===== config.mk =====
export PLATFORM = sky130hd
export DESIGN_NAME = sam_ctrl
export DESIGN_NICKNAME = d
export VERILOG_FILES = /design/src/rtl/core/sam_pkg.sv /design/src/rtl/core/sam_ctrl.sv
export SDC_FILE = /design/constraint.sdc
export NUM_CORES = 1
export LEC_CHECK = 0
export BUFFER_PORTS_ARGS = -buffer_cell sky130_fd_sc_hd__buf_2
export CAP_MARGIN = 40
export CORE_AREA = 2 2 261 263
export DETAILED_ROUTE_END_ITERATION = 12
export DIE_AREA = 0 0 263 265
export PLACE_DENSITY = 0.52
export SKIP_CTS_REPAIR_TIMING = 1
export SYNTH_ARGS = -nofsm -noshare
export SYNTH_HDL_FRONTEND = slang
export SYNTH_SLANG_ARGS = --single-unit

===== constraint.sdc =====
create_clock -name clk -period 11.95 [get_ports clk]
set_input_delay 3.585 -clock clk [delete_from_list [all_inputs] [get_ports clk]]
set_output_delay 3.585 -clock clk [all_outputs]
set_load 0.02 [all_outputs]

===== src/rtl/core/sam_pkg.sv =====
// Shared constants and types for the suffix automaton matcher.
package sam_pkg;

    localparam int MAX_TEXT  = 1024;
    localparam int ALPHABET  = 26;
    localparam int MAX_NODES = 2 * MAX_TEXT;
    localparam int NODE_W    = $clog2(MAX_NODES);
    localparam int LEN_W     = $clog2(MAX_TEXT + 1);
    localparam int SYM_W     = 5;
    localparam int OP_W      = 2;

    localparam logic [OP_W-1:0] OP_CLEAR   = 2'd0;
    localparam logic [OP_W-1:0] OP_TEXT    = 2'd1;
    localparam logic [OP_W-1:0] OP_PATTERN = 2'd2;
    localparam logic [OP_W-1:0] OP_UNUSED  = 2'd3;

    typedef logic [NODE_W-1:0] node_t;
    typedef logic [LEN_W-1:0] len_t;
    typedef logic [ALPHABET-1:0][NODE_W-1:0] row_t;

    typedef struct packed {
        logic  t_re;
        node_t t_raddr;
        logic  t_we;
        node_t t_waddr;
        row_t  t_wdata;
        logic  i_re;
        node_t i_raddr;
        logic  i_we;
        node_t i_waddr;
        len_t  i_wlen;
        node_t i_wlink;
    } mem_req_t;

    typedef struct packed {
        row_t  t_rdata;
        len_t  i_rlen;
        node_t i_rlink;
    } mem_rsp_t;

endpackage


===== src/rtl/core/sam_ctrl.sv =====
// Sequencer: online construction, suffix-link walks, cloning, pattern walk.
module sam_ctrl (
    input  logic                   clk,
    input  logic                   rst_n,
    input  logic                   in_valid,
    output logic                   in_ready,
    input  logic [sam_pkg::OP_W-1:0]  in_op,
    input  logic [sam_pkg::SYM_W-1:0] in_symbol,
    input  logic                   in_last,
    output logic                   out_valid,
    input  logic                   out_ready,
    output logic                   out_found,
    output logic                   out_ovf,
    output sam_pkg::mem_req_t      req,
    input  sam_pkg::mem_rsp_t      rsp
);
    import sam_pkg::*;

    localparam logic [2:0] S_INIT  = 3'd0;
    localparam logic [2:0] S_IDLE  = 3'd1;
    localparam logic [2:0] S_WALK  = 3'd2;
    localparam logic [2:0] S_Q     = 3'd3;
    localparam logic [2:0] S_LINKQ = 3'd4;
    localparam logic [2:0] S_LINKC = 3'd5;
    localparam logic [2:0] S_CLONE = 3'd6;
    localparam logic [2:0] S_PAT   = 3'd7;

    logic [2:0] state_reg, state_next;
    node_t nodes_reg, nodes_next;
    node_t newest_reg, newest_next;
    len_t  tcount_reg, tcount_next;
    node_t wpos_reg, wpos_next;
    logic  wfail_reg, wfail_next;
    logic  ovf_reg, ovf_next;
    node_t p_reg, p_next;
    node_t q_reg, q_next;
    node_t cur_reg, cur_next;
    node_t clone_reg, clone_next;
    len_t  lencur_reg, lencur_next;
    len_t  lenp_reg, lenp_next;
    logic [SYM_W-1:0] sym_reg, sym_next;
    logic  last_reg, last_next;
    logic  first_reg, first_next;
    logic  ov_reg, ov_next;
    logic  found_reg, found_next;
    logic  ovout_reg, ovout_next;

    logic  in_fire;
    node_t entry;
    node_t row_val;
    row_t  mod_row;
    logic  sym_ok;

    assign in_ready  = (state_reg == S_IDLE) && !(ov_reg && !out_ready);
    assign in_fire   = in_valid && in_ready;
    assign out_valid = ov_reg;
    assign out_found = found_reg;
    assign out_ovf   = ovout_reg;
    assign sym_ok    = (in_symbol < SYM_W'(ALPHABET));
    assign entry     = rsp.t_rdata[sym_reg];

    always_comb
    begin
        mod_row          = rsp.t_rdata;
        mod_row[sym_reg] = row_val;
    end

    always_comb
    begin
        state_next  = state_reg;
        nodes_next  = nodes_reg;
        newest_next = newest_reg;
        tcount_next = tcount_reg;
        wpos_next   = wpos_reg;
        wfail_next  = wfail_reg;
        ovf_next    = ovf_reg;
        p_next      = p_reg;
        q_next      = q_reg;
        cur_next    = cur_reg;
        clone_next  = clone_reg;
        lencur_next = lencur_reg;
        lenp_next   = lenp_reg;
        sym_next    = sym_reg;
        last_next   = last_reg;
        first_next  = first_reg;
        ov_next     = ov_reg && !out_ready;
        found_next  = found_reg;
        ovout_next  = ovout_reg;
        row_val     = cur_reg;
        req         = '0;

        unique case (state_reg)
            S_INIT:
            begin
                // root row and root info come up defined
                req.t_we    = 1'b1;
                req.t_waddr = '0;
                req.i_we    = 1'b1;
                req.i_waddr = '0;
                state_next  = S_IDLE;
            end
            S_IDLE:
            begin
                if (in_fire)
                begin
                    sym_next  = in_symbol;
                    last_next = in_last;
                    case (in_op)
                        OP_CLEAR:
                        begin
                            nodes_next  = node_t'(1);
                            newest_next = '0;
                            tcount_next = '0;
                            wpos_next   = '0;
                            wfail_next  = 1'b0;
                            ovf_next    = 1'b0;
                            req.t_we    = 1'b1;
                            req.t_waddr = '0;
                            req.i_we    = 1'b1;
                            req.i_waddr = '0;
                        end
                        OP_TEXT:
                        begin
                            wpos_next  = '0;
                            wfail_next = 1'b0;
                            if (sym_ok)
                            begin
                                if (tcount_reg >= len_t'(MAX_TEXT))
                                begin
                                    ovf_next = 1'b1;
                                end
                                else
                                begin
                                    tcount_next = tcount_reg + len_t'(1);
                                    cur_next    = nodes_reg;
                                    nodes_next  = nodes_reg + node_t'(1);
                                    newest_next = nodes_reg;
                                    p_next      = newest_reg;
                                    first_next  = 1'b1;
                                    req.t_we    = 1'b1;
                                    req.t_waddr = nodes_reg;
                                    req.t_re    = 1'b1;
                                    req.t_raddr = newest_reg;
                                    req.i_re    = 1'b1;
                                    req.i_raddr = newest_reg;
                                    state_next  = S_WALK;
                                end
                            end
                        end
                        OP_PATTERN:
                        begin
                            if (!wfail_reg && sym_ok)
                            begin
                                req.t_re    = 1'b1;
                                req.t_raddr = wpos_reg;
                                state_next  = S_PAT;
                            end
                            else if (in_last)
                            begin
                                ov_next    = 1'b1;
                                found_next = 1'b0;
                                ovout_next = ovf_reg;
                                wpos_next  = '0;
                                wfail_next = 1'b0;
                            end
                            else
                            begin
                                wfail_next = 1'b1;
                            end
                        end
                        default:
                        begin
                        end
                    endcase
                end
            end
            S_PAT:
            begin
                if (last_reg)
                begin
                    ov_next    = 1'b1;
                    found_next = (entry != '0);
                    ovout_next = ovf_reg;
                    wpos_next  = '0;
                    wfail_next = 1'b0;
                end
                else if (entry == '0)
                begin
                    wfail_next = 1'b1;
                end
                else
                begin
                    wpos_next = entry;
                end
                state_next = S_IDLE;
            end
            S_WALK:
            begin
                first_next = 1'b0;
                if (first_reg)
                begin
                    // new node length; link fixed up later if not root
                    lencur_next = rsp.i_rlen + len_t'(1);
                    req.i_we    = 1'b1;
                    req.i_waddr = cur_reg;
                    req.i_wlen  = rsp.i_rlen + len_t'(1);
                end
                if (entry == '0)
                begin
                    row_val     = cur_reg;
                    req.t_we    = 1'b1;
                    req.t_waddr = p_reg;
                    req.t_wdata = mod_row;
                    if (p_reg == '0)
                    begin
                        state_next = S_IDLE;
                    end
                    else
                    begin
                        p_next      = rsp.i_rlink;
                        req.t_re    = 1'b1;
                        req.t_raddr = rsp.i_rlink;
                        req.i_re    = 1'b1;
                        req.i_raddr = rsp.i_rlink;
                    end
                end
                else
                begin
                    q_next      = entry;
                    lenp_next   = rsp.i_rlen;
                    req.t_re    = 1'b1;
                    req.t_raddr = entry;
                    req.i_re    = 1'b1;
                    req.i_raddr = entry;
                    state_next  = S_Q;
                end
            end
            S_Q:
            begin
                if (lenp_reg + len_t'(1) == rsp.i_rlen)
                begin
                    req.i_we    = 1'b1;
                    req.i_waddr = cur_reg;
                    req.i_wlen  = lencur_reg;
                    req.i_wlink = q_reg;
                    state_next  = S_IDLE;
                end
                else
                begin
                    // clone copies q's row and link
                    clone_next  = nodes_reg;
                    nodes_next  = nodes_reg + node_t'(1);
                    req.t_we    = 1'b1;
                    req.t_waddr = nodes_reg;
                    req.t_wdata = rsp.t_rdata;
                    req.i_we    = 1'b1;
                    req.i_waddr = nodes_reg;
                    req.i_wlen  = lenp_reg + len_t'(1);
                    req.i_wlink = rsp.i_rlink;
                    state_next  = S_LINKQ;
                end
            end
            S_LINKQ:
            begin
                req.i_we    = 1'b1;
                req.i_waddr = q_reg;
                req.i_wlen  = rsp.i_rlen;
                req.i_wlink = clone_reg;
                state_next  = S_LINKC;
            end
            S_LINKC:
            begin
                req.i_we    = 1'b1;
                req.i_waddr = cur_reg;
                req.i_wlen  = lencur_reg;
                req.i_wlink = clone_reg;
                req.t_re    = 1'b1;
                req.t_raddr = p_reg;
                req.i_re    = 1'b1;
                req.i_raddr = p_reg;
                state_next  = S_CLONE;
            end
            S_CLONE:
            begin
                if (entry == q_reg)
                begin
                    row_val     = clone_reg;
                    req.t_we    = 1'b1;
                    req.t_waddr = p_reg;
                    req.t_wdata = mod_row;
                    if (p_reg == '0)
                    begin
                        state_next = S_IDLE;
                    end
                    else
                    begin
                        p_next      = rsp.i_rlink;
                        req.t_re    = 1'b1;
                        req.t_raddr = rsp.i_rlink;
                        req.i_re    = 1'b1;
                        req.i_raddr = rsp.i_rlink;
                    end
                end
                else
                begin
                    state_next = S_IDLE;
                end
            end
            default:
            begin
                state_next = S_IDLE;
            end
        endcase
    end

    always_ff @(posedge clk or negedge rst_n)
    begin
        if (!rst_n)
        begin
            state_reg  <= S_INIT;
            nodes_reg  <= node_t'(1);
            newest_reg <= '0;
            tcount_reg <= '0;
            wpos_reg   <= '0;
            wfail_reg  <= 1'b0;
            ovf_reg    <= 1'b0;
            first_reg  <= 1'b0;
            ov_reg     <= 1'b0;
        end
        else
        begin
            state_reg  <= state_next;
            nodes_reg  <= nodes_next;
            newest_reg <= newest_next;
            tcount_reg <= tcount_next;
            wpos_reg   <= wpos_next;
            wfail_reg  <= wfail_next;
            ovf_reg    <= ovf_next;
            first_reg  <= first_next;
            ov_reg     <= ov_next;
        end
    end

    always_ff @(posedge clk)
    begin
        p_reg      <= p_next;
        q_reg      <= q_next;
        cur_reg    <= cur_next;
        clone_reg  <= clone_next;
        lencur_reg <= lencur_next;
        lenp_reg   <= lenp_next;
        sym_reg    <= sym_next;
        last_reg   <= last_next;
        found_reg  <= found_next;
        ovout_reg  <= ovout_next;
    end

endmodule


* Word-level counts from Yosys, hierarchy flattened *
Index checks and enable logic that the tools add are counted.

storage, ports and cells
  memories kept = 0
  bits in latches = 0
  output and inout bits = 360
  input bits = 320
  word-level logic and storage cells = 202
  bits in writable memories = 0
  flip-flop bits (word level) = 125
  bits in read-only memories = 0

operators by class
  add/subtract/negate cells = 4
  eq/ne operators = 35
  multiplexer cells = 102
  bitwise gates (word level) = 3
  shift operators = 0
  multipliers = 0
  div/mod/pow operators = 0
  reductions and logical operators = 35
  order comparisons = 4

operators with widths
  operator                                       number
  one-hot mux 286 bit (3 select lines)           1
  2-to-1 mux 298 bit                             2
  2-to-1 mux 322 bit                             1
  bitwise mux 286 bit                            1
  2-to-1 mux 11 bit                              24
  one-hot mux 11 bit (2 select lines)            7
  2-to-1 mux 24 bit                              4
  one-hot mux 12 bit (4 select lines)            2
  2-to-1 mux 12 bit                              7
  one-hot mux 12 bit (6 select lines)            1
  one-hot mux 12 bit (5 select lines)            1
  binary-select mux 11 bit (select 5 bit)        1
  demux 11 bit (select 5 bit)                    1
  one-hot mux 12 bit (2 select lines)            2
  adder 11 x 1 -> 11 bit, second input constant  4
  one-hot mux 11 bit (4 select lines)            1
  2-to-1 mux 33 bit                              1
  one-hot mux 11 bit (3 select lines)            1
  AND reduction 5 bit                            6
  2-to-1 mux 1 bit                               26
  2-to-1 mux 3 bit                               8
  inequality test 2 bit, second input constant   12
  2-to-1 mux 23 bit                              1
  equality test 11 bit                           2
  29 further kinds                               66

* Logic depth before layout (Yosys ltp) *
  depth in word-level cells = 8
  mapped depth = 17
  mapped depth without buffers = 10

* Least setup slack after synthesis *
Ideal clock, no wire load.

  path kind = in2out
  from = in rsp[278] (netlist name)
  to = out req[169] (netlist name)
  stages = 10
  path slack = 1.707 ns
  data required time = 8.365 ns
  data arrival time = 6.658 ns
  buffers on the path = 2
  path through = mux4_2 -> and2_0 -> a2111o_1 -> or3_1 -> or4_4 -> nor4_4 -> buf_6 -> a22oi_4 -> clkbuf_1 -> o22ai_1

RTL lines
  what                line            RTL
  start: declaration  sam_ctrl.sv:15  input sam_pkg::mem_rsp_t rsp
  end: declaration    sam_ctrl.sv:14  output sam_pkg::mem_req_t req,

==> out/metrics.yaml <==
outcome:
  status: "completed"
logic_synthesis:
  synth_nets: 2098
  netlist_instances: 1768
  synth_cell_type_count: 80
  synth-edff-count: 74
  yosys-top-cells-area: "edfxtp_1 17%, o22ai_1 15%, nand2_1 12%"
  ys_ff_latch: 125
  ys.warnings.count: 0
  synthFlopType: "edfxtp_1"
  synth_top_area_share_pct: 16.6
  avgSynthCellArea_um2: 7.59
  async_flop_share_pct: 40.8
  synth_largest_area_cell: "edfxtp_1"
  netlist_area_mm2: 0.0134
  seq_area_frac_synth_pct: 26.1
routing:
  top_layer_used: "met5"
  dr.pass1.iters: 7
  vias: 18600
  wl_met2_um: 49700
  wl_met3_um: 12000
  route.detailed.drc: 0
  routed_wl_um: 110000
  via_per_inst: 5.68
  drt.antenna.violating_nets: 0
  met1_length_um: 41500
  avgRoutedWirePerCell_um: 33.7
  drt_first_iter_violations: 2311
setup_path:
  r2r-end: "p_reg[8]$_DFFE_PP_"
  rr_startpoint: "sym_reg[1]$_DFFE_PP_"
  crit_fanout: 206
  reg2reg_depth: 11
  cp-start-kind: "primary input"
  worstSetupPathType: "in2out"
  worst-endpoint-required_ns: 8.37
  crit_arrival_ns: 8.25
  ff2ff_setup_slack_ns: 7.12
  worst_setup_path_end_kind: "output pin"
pwr:
  p_switching_w: 0.00157
  internal_power_w: 0.00142
  seq_power_share_pct: 22.0
  vdd_drop_max_mv: 0.129
  swShare_pct: 52.6
  combPwrFrac_pct: 61.1
  power_w: 0.00299
  powerDensity_mw_per_mm2: 164
  leakage_nw: 8.97
  clockPowerShare_pct: 16.9
placement:
  dp_hpwl_um: 88600
  postPlaceCellArea_mm2: 0.0176
  globalplace.congestion: 1.00
  pre_cts_ws_ns: 0.582
  numPortBuffers: 679
worst_hold_path:
  min_path_cells: 0
  holdCritStartpoint: "ovf_reg$_DFFE_PN0P_"
  hold_end: "out_ovf$_DFFE_PP_"
  holdCritPathClass: "reg2reg"
final_layout:
  drive_gt1_share_pct: 34.4
  nNetsFinal: 2661
  layout_commonest_cell: "buf_2"
  synthToLayoutAreaGrowth_pct: 36.1
  stdcell_area_mm2: 0.0183
  layout_common_cells: "679 x buf_2, 430 x nand2_1, 312 x o22ai_1"
  fill_cells: 7568
sta:
  setup_ws_ns: 0.119
  relSlewSlack_pct: 18.7
  rsz0062_at_grt: "false"
  min_period_over_period_pct: 99.0
  tns_ns: 0
  worst_slew_pin_slew_ns: 1.22
  finalSetupViolCount: 0
  fin_worst_skew_ns: 0.0142
  timing.fmax_mhz: 84.5
  fin_crit_ns: 11.83
  final-max-slew-violation-count: 0
  finalHoldViolCount: 0
global_route:
  grt_pass1_wl_um: 147000
  gr-usage-all-layers_pct: 30.1
  grt_max_degree: 207
  grt_pass1_vias: 17300
  antenna_found_initial: 98
  grt_overflow_total: 0
floorplanning:
  start_util_pct: 20.1
  core_mm2: 0.0668
  row_count: 95
  num_io_pins: 680
  dieArea_mm2: 0.0697
  die_w_um: 263
  die_height_um: 265
cts:
  cts.sinks: 125
  cts_tree: "yes"
  clock_latency_ns: 0.43
  htree_levels: 4
  clkTransAtPathRegs_ns: 0.06
  cts_buffer_depth: 2
  cts_made_buffers: 17
  cts_root_buf: "clkbuf_16"
run:
  cap_viol_max_count: 0
-- synth_stat cells (all sizes together) (9+ instances only) --
cell type / instances
mux4: 12
clkbuf: 118
nand2: 430
inv: 15
o211ai: 9
o22ai: 312
a22oi: 54
ha: 10
nor2: 76
buf: 66
or3: 9
mux2i: 115
nand4: 16
nand3: 46
xnor2: 18
o2bb2ai: 11
o21ai: 48
edfxtp: 74
a21oi: 39
xor2: 22
nand2b: 21
dfrtp: 50
nor3: 16
a22o: 39
nor2b: 13
-- layout make-up --
cell class | instances | area [um2] | share of cell area, %
multi-input combinational | 1443 | 9090 | 49.8
timing repair buffer | 728 | 3820 | 20.9
sequential | 125 | 3500 | 19.2
tap | 873 | 1090 | 5.98
clock buffer | 22 | 475 | 2.60
antenna | 56 | 140 | 0.767
clock inverter | 10 | 87.6 | 0.480
inverter | 16 | 60.1 | 0.329
-- cell families after synthesis --
logic type	Yosys count	share of synthesized area, %
buf+inv	200	6.54
compound gates	567	28.7
flops	125	26.1
xor+xnor	47	3.80
mux	132	11.0
simple gates	687	22.9
fa+ha+maj	10	0.933
-- critical path, cell delays in order --
cell	delay [ns]
buf_2	0.13
mux4_2	0.53
and2_0	0.19
a2111o_1	0.43
or4_1	0.52
a22oi_1	0.21
nand4_1	0.28
nor3_1	0.69
nor3_2	0.14
buf_12	0.26
o22ai_1	0.64
buf_2	0.28
-- power by group through the flow --
stage / combinational [W] / clock, W / sequential, W
after floorplan: 0.00109 / 0 / 0.000615
after global placement: 0.00179 / 0 / 0.000658
after detailed placement: 0.00180 / 0 / 0.000658
after CTS: 0.00180 / 0.000515 / 0.000651
after global routing: 0.00192 / 0.000528 / 0.000664
final: 0.00183 / 0.000506 / 0.000656
-- stage by stage --
step	utilization [%]	instances	hold WS, ns
3_3_place_gp	26.2	3178	0.456
2_1_floorplan	-	1768	0.440
3_5_place_dp	26.3	3185	0.473
6_report	27.3	3273	0.484
4_1_cts	27.1	3217	0.477
5_1_grt	27.3	3253	0.492
-- routing by layer --
| layer | global-route usage, % | up-vias |
|---|---|---|
| met5 | 0 | - |
| met4 | 16.1 | 48 |
| met3 | 9.83 | 301 |
| met1 | 35.8 | 9097 |
| li1 | - | 7848 |
| met2 | 48.1 | 1292 |
-- worst max-delay path by stage --
stage                        start       end  cells after the start
after floorplan           rsp[278]  req[169]                     10
after global placement    rsp[245]   req[95]                     12
after detailed placement  rsp[245]   req[95]                     12
after CTS                 rsp[245]   req[95]                     12
after global routing      rsp[245]  req[312]                     12
final                     rsp[245]  req[312]                     12
Power figures use the tool's default switching activity.
